[src/hw/rtl/gds_pkg.sv]
// ----------------------------------------------------------------------------
// gds_pkg: shared types, constants and functions for the date stepper
// Holds the operation codes, calendar limits, the controller-to-datapath
// command and status structs, and the month length function.
// ----------------------------------------------------------------------------
package gds_pkg;

    // Field widths.
    localparam int OP_W    = 2;
    localparam int COUNT_W = 16;
    localparam int YEAR_W  = 14;
    localparam int MONTH_W = 4;
    localparam int DAY_W   = 5;
    // Year within a century and century number (both 0..99 for valid years).
    localparam int CENT_W  = 7;
    // Quotient of a 14-bit year by 100 (up to 163).
    localparam int QUOT_W  = 8;

    // Operation codes.
    localparam logic [OP_W-1:0] OP_LOAD = 2'd0;
    localparam logic [OP_W-1:0] OP_ADV  = 2'd1;
    localparam logic [OP_W-1:0] OP_BACK = 2'd2;

    // Calendar limits.
    localparam logic [YEAR_W-1:0]  YEAR_MAX   = 14'd9999;
    localparam logic [YEAR_W-1:0]  YEAR_MIN   = 14'd0;
    localparam logic [MONTH_W-1:0] MONTH_JAN  = 4'd1;
    localparam logic [MONTH_W-1:0] MONTH_FEB  = 4'd2;
    localparam logic [MONTH_W-1:0] MONTH_DEC  = 4'd12;
    localparam logic [DAY_W-1:0]   DAY_FIRST  = 5'd1;
    localparam logic [DAY_W-1:0]   DAY_LAST   = 5'd31;
    localparam logic [CENT_W-1:0]  YIC_LAST   = 7'd99;

    // Reset date 2000-01-01, kept as century 20, year 0 of that century.
    localparam logic [YEAR_W-1:0]  RESET_YEAR = 14'd2000;
    localparam logic [CENT_W-1:0]  RESET_CENT = 7'd20;

    // floor(y / 100) == (y * 5243) >> 19 for every 14-bit y.
    localparam int RECIP_100_W     = 13;
    localparam int RECIP_100_SHIFT = 19;
    localparam logic [RECIP_100_W-1:0] RECIP_100 = 13'd5243;
    localparam logic [YEAR_W-1:0]  HUNDRED    = 14'd100;

    // Commands from the controller to the datapath.
    typedef struct packed {
        logic capture;      // latch the input item, clear the error flag
        logic div_load;     // register the century quotient of the load year
        logic load_commit;  // validate and apply the load
        logic step;         // take one day step
        logic step_back;    // direction of the step
        logic out_load;     // move the current date into the output register
    } gds_cmd_t;

    // Status from the datapath to the controller.
    typedef struct packed {
        logic count_zero;   // no day steps left
        logic at_max;       // date is 9999-12-31
        logic at_min;       // date is 0000-01-01
        logic out_free;     // output register can take a new result
    } gds_status_t;

    // Days in a month; zero for a month code that means nothing.
    function automatic logic [DAY_W-1:0] month_len(input logic [MONTH_W-1:0] month,
                                                   input logic leap);
        logic [DAY_W-1:0] len;
        case (month)
            4'd1, 4'd3, 4'd5, 4'd7, 4'd8, 4'd10, 4'd12: len = 5'd31;
            4'd4, 4'd6, 4'd9, 4'd11:                   len = 5'd30;
            4'd2:                                       len = leap ? 5'd29 : 5'd28;
            default:                                    len = 5'd0;
        endcase
        return len;
    endfunction

    // Leap rule from the year split into century and year within century.
    function automatic logic is_leap(input logic [1:0] cent_lo,
                                     input logic [CENT_W-1:0] yic);
        return (yic == '0) ? (cent_lo == 2'd0) : (yic[1:0] == 2'd0);
    endfunction

endpackage

[src/hw/rtl/gds_ctrl.sv]
// ----------------------------------------------------------------------------
// gds_ctrl: controller for the date stepper
// One-hot state machine that sequences a load check or a run of day steps
// for one item and hands the result to the output register.
// ----------------------------------------------------------------------------
module gds_ctrl
    import gds_pkg::*;
(
    input  logic                  aclk,
    input  logic                  aresetn,
    input  logic                  s_valid,
    output logic                  s_ready,
    input  logic [OP_W-1:0]       s_opcode,
    input  gds_status_t           status,
    output gds_cmd_t              cmd
);

    typedef enum logic [4:0] {
        ST_IDLE = 5'b00001,
        ST_LDIV = 5'b00010,
        ST_LCHK = 5'b00100,
        ST_STEP = 5'b01000,
        ST_DONE = 5'b10000
    } state_t;

    state_t state_reg, state_next;
    logic   back_reg, back_next;

    assign s_ready = (state_reg == ST_IDLE);

    // Next state and command decode.
    always_comb begin
        state_next    = state_reg;
        back_next     = back_reg;
        cmd           = '0;
        cmd.step_back = back_reg;
        case (state_reg)
            ST_IDLE: begin
                if (s_valid) begin
                    cmd.capture = 1'b1;
                    case (s_opcode)
                        OP_LOAD: state_next = ST_LDIV;
                        OP_ADV: begin
                            back_next  = 1'b0;
                            state_next = ST_STEP;
                        end
                        OP_BACK: begin
                            back_next  = 1'b1;
                            state_next = ST_STEP;
                        end
                        default: state_next = ST_DONE;
                    endcase
                end
            end
            ST_LDIV: begin
                cmd.div_load = 1'b1;
                state_next   = ST_LCHK;
            end
            ST_LCHK: begin
                cmd.load_commit = 1'b1;
                state_next      = ST_DONE;
            end
            ST_STEP: begin
                // A blocked step still issues so that the datapath flags it.
                if (status.count_zero) begin
                    state_next = ST_DONE;
                end else begin
                    cmd.step = 1'b1;
                    if (back_reg ? status.at_min : status.at_max) begin
                        state_next = ST_DONE;
                    end
                end
            end
            ST_DONE: begin
                if (status.out_free) begin
                    cmd.out_load = 1'b1;
                    state_next   = ST_IDLE;
                end
            end
            default: state_next = ST_IDLE;
        endcase
    end

    // State registers.
    always_ff @(posedge aclk) begin
        if (!aresetn) begin
            state_reg <= ST_IDLE;
            back_reg  <= 1'b0;
        end else begin
            state_reg <= state_next;
            back_reg  <= back_next;
        end
    end

endmodule

[src/hw/rtl/gds_datapath.sv]
// ----------------------------------------------------------------------------
// gds_datapath: date registers and day step logic for the date stepper
// Keeps the current date with the year also split into century and year
// within century for the leap rule, the step counter, the load check and
// the output register.
// ----------------------------------------------------------------------------
module gds_datapath
    import gds_pkg::*;
(
    input  logic                  aclk,
    input  logic                  aresetn,
    input  gds_cmd_t              cmd,
    output gds_status_t           status,
    input  logic [COUNT_W-1:0]    s_day_count,
    input  logic [YEAR_W-1:0]     s_load_year,
    input  logic [MONTH_W-1:0]    s_load_month,
    input  logic [DAY_W-1:0]      s_load_day,
    output logic                  m_valid,
    input  logic                  m_ready,
    output logic [YEAR_W-1:0]     m_out_year,
    output logic [MONTH_W-1:0]    m_out_month,
    output logic [DAY_W-1:0]      m_out_day,
    output logic                  m_range_error
);

    localparam int PROD_W = YEAR_W + RECIP_100_W;

    // Current date.
    logic [YEAR_W-1:0]  year_reg;
    logic [CENT_W-1:0]  cent_reg;
    logic [CENT_W-1:0]  yic_reg;
    logic [MONTH_W-1:0] month_reg;
    logic [DAY_W-1:0]   day_reg;

    // Item in progress.
    logic [COUNT_W-1:0] count_reg;
    logic [YEAR_W-1:0]  ly_reg;
    logic [MONTH_W-1:0] lm_reg;
    logic [DAY_W-1:0]   ld_reg;
    logic [QUOT_W-1:0]  quot_reg;
    logic               err_reg;

    // Output register.
    logic               m_valid_reg;
    logic [YEAR_W-1:0]  out_year_reg;
    logic [MONTH_W-1:0] out_month_reg;
    logic [DAY_W-1:0]   out_day_reg;
    logic               out_err_reg;

    logic               leap;
    logic [DAY_W-1:0]   cur_len;
    logic [DAY_W-1:0]   prev_len;
    logic [MONTH_W-1:0] prev_month;
    logic [PROD_W-1:0]  prod;
    logic [YEAR_W-1:0]  hundreds;
    logic [YEAR_W-1:0]  ly_rem;
    logic [CENT_W-1:0]  ly_yic;
    logic               ly_leap;
    logic               load_ok;

    // Month lengths for the current year.
    assign leap       = is_leap(cent_reg[1:0], yic_reg);
    assign cur_len    = month_len(month_reg, leap);
    assign prev_month = month_reg - MONTH_JAN;
    assign prev_len   = month_len(prev_month, leap);

    // Century split of the load year: reciprocal multiply, then remainder.
    assign prod     = {{RECIP_100_W{1'b0}}, ly_reg} * {{YEAR_W{1'b0}}, RECIP_100};
    assign hundreds = YEAR_W'({{(YEAR_W-QUOT_W){1'b0}}, quot_reg} * HUNDRED);
    assign ly_rem   = ly_reg - hundreds;
    assign ly_yic   = ly_rem[CENT_W-1:0];
    assign ly_leap  = is_leap(quot_reg[1:0], ly_yic);

    // Load validity check.
    assign load_ok = (ly_reg <= YEAR_MAX) && (lm_reg >= MONTH_JAN) && (lm_reg <= MONTH_DEC)
                   && (ld_reg >= DAY_FIRST) && (ld_reg <= month_len(lm_reg, ly_leap));

    // Status to the controller.
    assign status.count_zero = (count_reg == '0);
    assign status.at_max     = (day_reg == DAY_LAST) && (month_reg == MONTH_DEC)
                             && (year_reg == YEAR_MAX);
    assign status.at_min     = (day_reg == DAY_FIRST) && (month_reg == MONTH_JAN)
                             && (year_reg == YEAR_MIN);
    assign status.out_free   = !m_valid_reg || m_ready;

    // Item capture, quotient and step counter.
    always_ff @(posedge aclk) begin
        if (cmd.capture) begin
            count_reg <= s_day_count;
            ly_reg    <= s_load_year;
            lm_reg    <= s_load_month;
            ld_reg    <= s_load_day;
        end else if (cmd.step) begin
            count_reg <= count_reg - 1'b1;
        end
        if (cmd.div_load) begin
            quot_reg <= prod[PROD_W-1 -: QUOT_W];
        end
    end

    // Current date and error flag.
    always_ff @(posedge aclk) begin
        if (!aresetn) begin
            year_reg  <= RESET_YEAR;
            cent_reg  <= RESET_CENT;
            yic_reg   <= '0;
            month_reg <= MONTH_JAN;
            day_reg   <= DAY_FIRST;
            err_reg   <= 1'b0;
        end else if (cmd.capture) begin
            err_reg <= 1'b0;
        end else if (cmd.load_commit) begin
            if (load_ok) begin
                year_reg  <= ly_reg;
                cent_reg  <= quot_reg[CENT_W-1:0];
                yic_reg   <= ly_yic;
                month_reg <= lm_reg;
                day_reg   <= ld_reg;
            end else begin
                err_reg <= 1'b1;
            end
        end else if (cmd.step && !cmd.step_back) begin
            // One day forward.
            if (day_reg == DAY_LAST && month_reg == MONTH_DEC) begin
                if (year_reg == YEAR_MAX) begin
                    err_reg <= 1'b1;
                end else begin
                    year_reg  <= year_reg + 1'b1;
                    month_reg <= MONTH_JAN;
                    day_reg   <= DAY_FIRST;
                    if (yic_reg == YIC_LAST) begin
                        yic_reg  <= '0;
                        cent_reg <= cent_reg + 1'b1;
                    end else begin
                        yic_reg <= yic_reg + 1'b1;
                    end
                end
            end else if (day_reg >= cur_len) begin
                month_reg <= month_reg + 1'b1;
                day_reg   <= DAY_FIRST;
            end else begin
                day_reg <= day_reg + 1'b1;
            end
        end else if (cmd.step) begin
            // One day back.
            if (day_reg == DAY_FIRST && month_reg == MONTH_JAN) begin
                if (year_reg == YEAR_MIN) begin
                    err_reg <= 1'b1;
                end else begin
                    year_reg  <= year_reg - 1'b1;
                    month_reg <= MONTH_DEC;
                    day_reg   <= DAY_LAST;
                    if (yic_reg == '0) begin
                        yic_reg  <= YIC_LAST;
                        cent_reg <= cent_reg - 1'b1;
                    end else begin
                        yic_reg <= yic_reg - 1'b1;
                    end
                end
            end else if (day_reg <= DAY_FIRST) begin
                month_reg <= prev_month;
                day_reg   <= prev_len;
            end else begin
                day_reg <= day_reg - 1'b1;
            end
        end
    end

    // Output register and its valid flag.
    always_ff @(posedge aclk) begin
        if (!aresetn) begin
            m_valid_reg <= 1'b0;
        end else if (cmd.out_load) begin
            m_valid_reg <= 1'b1;
        end else if (m_ready) begin
            m_valid_reg <= 1'b0;
        end
        if (cmd.out_load) begin
            out_year_reg  <= year_reg;
            out_month_reg <= month_reg;
            out_day_reg   <= day_reg;
            out_err_reg   <= err_reg;
        end
    end

    assign m_valid       = m_valid_reg;
    assign m_out_year    = out_year_reg;
    assign m_out_month   = out_month_reg;
    assign m_out_day     = out_day_reg;
    assign m_range_error = out_err_reg;

endmodule

[src/hw/rtl/gregorian_date_stepper.sv]
// A load passes through the capture, century quotient and load check steps before
// its result is written; an advance or go-back takes one day step per cycle in the step loop,
// and a blocked step at either end of the range stops the loop early.
// One item is in work at a time; the input is ready again once the result is
// written to the output register, which waits while an older result is stalled.
// Reset (synchronous, active low) sets the date to 2000-01-01 and empties the output register.
// ----------------------------------------------------------------------------
// gregorian_date_stepper: Gregorian calendar day counter
// Loads a date or moves it forward or back by a count of days, one result
// per item, saturating at 0000-01-01 and 9999-12-31.
// ----------------------------------------------------------------------------
module gregorian_date_stepper
    import gds_pkg::*;
(
    input  logic                  aclk,
    input  logic                  aresetn,
    input  logic                  s_valid,
    output logic                  s_ready,
    input  logic [OP_W-1:0]       s_opcode,
    input  logic [COUNT_W-1:0]    s_day_count,
    input  logic [YEAR_W-1:0]     s_load_year,
    input  logic [MONTH_W-1:0]    s_load_month,
    input  logic [DAY_W-1:0]      s_load_day,
    output logic                  m_valid,
    input  logic                  m_ready,
    output logic [YEAR_W-1:0]     m_out_year,
    output logic [MONTH_W-1:0]    m_out_month,
    output logic [DAY_W-1:0]      m_out_day,
    output logic                  m_range_error
);

    gds_cmd_t    cmd;
    gds_status_t status;

    // Sequencing.
    gds_ctrl u_ctrl (
        .aclk     (aclk),
        .aresetn  (aresetn),
        .s_valid  (s_valid),
        .s_ready  (s_ready),
        .s_opcode (s_opcode),
        .status   (status),
        .cmd      (cmd)
    );

    // Date state, step logic and output register.
    gds_datapath u_datapath (
        .aclk          (aclk),
        .aresetn       (aresetn),
        .cmd           (cmd),
        .status        (status),
        .s_day_count   (s_day_count),
        .s_load_year   (s_load_year),
        .s_load_month  (s_load_month),
        .s_load_day    (s_load_day),
        .m_valid       (m_valid),
        .m_ready       (m_ready),
        .m_out_year    (m_out_year),
        .m_out_month   (m_out_month),
        .m_out_day     (m_out_day),
        .m_range_error (m_range_error)
    );

endmodule

[config.mk]
export PLATFORM = sky130hd
export DESIGN_NAME = gregorian_date_stepper
export DESIGN_NICKNAME = d
export VERILOG_FILES = /design/src/hw/rtl/gds_pkg.sv /design/src/hw/rtl/gds_ctrl.sv /design/src/hw/rtl/gds_datapath.sv /design/src/hw/rtl/gregorian_date_stepper.sv
export SDC_FILE = /design/constraint.sdc
export NUM_CORES = 1
export LEC_CHECK = 0
export ABC_AREA = 1
export BUFFER_PORTS_ARGS = -buffer_cell sky130_fd_sc_hd__buf_4
export CAP_MARGIN = 10
export CELL_PAD_IN_SITES_DETAIL_PLACEMENT = 1
export CELL_PAD_IN_SITES_GLOBAL_PLACEMENT = 1
export CORE_MARGIN = 2
export CORE_UTILIZATION = 31
export CTS_CLUSTER_SIZE = 28
export DETAILED_ROUTE_END_ITERATION = 8
export PLACE_DENSITY = 0.64
export SYNTH_ARGS = -nofsm -noshare
export SYNTH_HDL_FRONTEND = slang
export SYNTH_HIERARCHICAL = 1
export SYNTH_SLANG_ARGS = --single-unit
[constraint.sdc]
create_clock -name aclk -period 4.79 [get_ports aclk]
set_clock_uncertainty 0.1 [all_clocks]
set_input_delay 1.1975 -clock aclk [delete_from_list [all_inputs] [get_ports aclk]]
set_output_delay 1.1975 -clock aclk [all_outputs]
set_load 0.005 [all_outputs]
==> qor.yml <==
run_status:
  status: "completed"
timing:
  worstMarginPinSlew_ns: 0.7313
  setup_violations: 0
  hold_viol: 0
  min_period_ns: 4.611
  worst_slew_margin_rel_pct: 50.95
  tns_ns: 0
  max_freq_ghz: 0.2169
  slew_violations: 0
  rsz0062_at_grt: "no"
  fin_crit_sh_pct: 96.27
job:
  max_cap_violations: 0
worst_setup_path:
  max_stage_delay_ns: 0.55
  crit_path_start_kind: "flip-flop"
  critical_path.cell_chain: "buf_4 > ha_1 > fa_1 > fa_1 > fa_1 > inv_1 > fa_1 > inv_1 > ha_1 > a21o_1 > o21bai_1 > o21ai_0 > nand3_1 > xor2_1"
  crit_arrival_ns: 4.63
  crit_path_end_kind: "flip-flop"
  crit_start: "u_datapath/ly_reg[9]"
  worstReg2RegStart: "u_datapath/ly_reg[9]"
  cp.required_ns: 4.80
  critPathTopFamily: "adder cells"
  criticalPathCategory: "reg -> reg"
  critPathSlowestCell: "fa_1"
  crit_fanout: 4
  critical_path_buf_inv_count: 3
  cp_common_cell: "fa_1"
global_route:
  overflow: 0
  grt_usage_pct: 17.55
  antenna_found_initial: 0
  grt_pass1_vias: 9323
  grt_max_degree: 32
  grt_pass1_wl_um: 49540
synthesis:
  syn-num-nets: 1583
  syn_area_um2: 10600
  yosysWarningCount: 6
  yosys_most_used_dff: "edfxtp_1"
  synth_seq_cells: 108
  synth-async-reset-ratio_pct: 0
  synth_edf_count: 68
  ys_types: 50
  ys_seq_area_share_pct: 26.81
  avgSynthCellArea_um2: 7.941
  synth_cells: 1335
clock_network:
  clock_sinks: 108
  clock_latency_ns: 0.37
  htree_levels: 3
  clockBufferDepth: 2
  cts_root_buf: "clkbuf_16"
  cts_tree: "done"
  cts_buffers: 9
  clk_pin_slew_ns: 0.08
  postCtsHoldBufs: 0
detailed_routing:
  drtPass1Iterations: 4
  num_vias: 8953
  wire_per_inst_um: 16.14
  ant_nets: 0
  drt_iter0_markers: 328
  drc: 0
  drt_wl_total_um: 30180
  avgViaCountPerCell: 4.788
floorplanning:
  ios: 71
  coreArea_um2: 33620
  dieArea_um2: 35690
  die-height_um: 188.9
  fp.dieW_um: 188.9
  start_util_pct: 31.54
  rows: 67
final_layout:
  largest_reg_flops: 16
  mostFrequentLayoutCells: "nand2_1 (259), inv_1 (229), nor2_1 (139), ha_1 (139), buf_4 (93)"
  layout_commonest_cell: "nand2_1"
  final_cells: 1870
  drive_above_1_share_pct: 10.97
  nets: 1665
  syn_to_final_growth_pct: 13.81
  diodes: 0
power:
  p_int_w: 0.003593
  swShare_pct: 52.44
  power_frac_seq_pct: 16.6
  finalPower_w: 0.007554
  ir_worst_vdd_v: 0.001213
  p_per_area_nw_per_um2: 626.1
  cellLeakagePower_nw: 5.876
  clock_power_share_pct: 10.2
  pwr-share-comb_pct: 73.2
  switching_power_w: 0.003961
hold_path:
  hold_path.startpoint: "u_datapath/err_reg"
  hold_path_class: "reg -> reg"
placed_design:
  dp.cells: 1849
  placement.io_buffers: 70
  dp_hpwl_um: 25090
  gp_congestion: 0.8251
[worst paths after layout]
| path | endpoint | cells past startpoint | slack (ns) |
|---|---|---|---|
| max | u_datapath/quot_reg[2] | 14 | 0.18 |
| max reg2reg | u_datapath/quot_reg[2] | 14 | 0.18 |
| min | u_datapath/m_range_error | 0 | 0.36 |
| min reg2reg | u_datapath/m_range_error | 0 | 0.36 |
[layout make-up]
cell class | instances | area, µm²
Fill cell | 4128 | 21550
Tap cell | 448 | 560.5
Sequential cell | 108 | 2843
Clock buffer | 10 | 239.0
Multi-Input combinational cell | 966 | 6768
Inverter | 239 | 899.6
Clock inverter | 6 | 57.56
Timing Repair Buffer | 93 | 698.2
[routing by layer]
metal / share of wire (%) / vias up / GRT usage [%]
met1: 49 / 4317 / 24.19
met4: 1.1 / 0 / 3.125
li1: - / 4502 / -
met2: 47 / 117 / 29.77
met3: 2.5 / 17 / 2.150
met5: 0 / - / 0
[synthesized netlist by cell type (5+ instances only)]
| cell type | n | area (µm²) |
|---|---|---|
| a21oi_1 | 68 | 340.3 |
| nand4_1 | 26 | 162.7 |
| fa_1 | 64 | 1281 |
| nand3_1 | 80 | 400.4 |
| ha_1 | 139 | 1739 |
| inv_1 | 229 | 859.6 |
| nor2_4 | 6 | 67.56 |
| nor2_2 | 6 | 37.54 |
| nor2_1 | 140 | 525.5 |
| xnor2_1 | 12 | 105.1 |
| clkbuf_1 | 11 | 41.29 |
| xor2_1 | 19 | 166.4 |
| nand2_2 | 5 | 31.28 |
| nor3_1 | 18 | 90.09 |
| dfxtp_1 | 40 | 800.8 |
| a31oi_1 | 8 | 50.05 |
| o21ai_0 | 55 | 275.3 |
| nand2_1 | 260 | 975.9 |
| inv_2 | 8 | 30.03 |
| a21o_1 | 5 | 37.54 |
| edfxtp_1 | 68 | 2042 |
[power by group through the flow]
stage / combinational, W / sequential (W) / clock, W
CTS: 0.00543 / 0.00126 / 0.000796
detailed placement: 0.00538 / 0.00128 / 0
floorplan: 0.00396 / 0.00126 / 0
global route: 0.00638 / 0.00127 / 0.000823
global placement: 0.00528 / 0.00128 / 0
finish: 0.00553 / 0.00125 / 0.000768
[through the flow]
step / worst slack (ns) / hold WS, ns / utilization, % / area, µm²
finish: 0.1788 / 0.3608 / 35.89 / 12070
global route: 0.002089 / 0.3627 / 35.89 / 12070
CTS: 0.1011 / 0.3586 / 35.72 / 12010
detailed placement: 0.1240 / 0.3390 / 34.84 / 11710
global placement: 0.1836 / 0.3299 / 34.84 / 11710
floorplan: 0.3948 / 0.3029 / - / 10600
[cells by family after synthesis]
kind of cell,share of synthesized area (%)
AND/OR/NAND/NOR,23.65
adder cells (fa/ha/maj),28.49
flip-flops,26.81
AO/OA/AOI/OAI,8.887
buffers and inverters,9.595
XOR/XNOR,2.561
[timing repair]
| action | in CTS | in global routing |
|---|---|---|
| gates resized for setup | 0 | 4 |
| setup endpoints to repair | 0 | 3 |
| buffers inserted | 0 | 5 |
[worst register-to-register path: cells and delay by family (launching register included)]
family	cells	cell delay, ns
buf+inv	3	0.30
flops	1	0.49
compound gates	3	0.54
fa+ha+maj	6	2.67
xor+xnor	1	0.15
simple gates	1	0.11
Note: power is estimated with default switching activity, not from simulation.
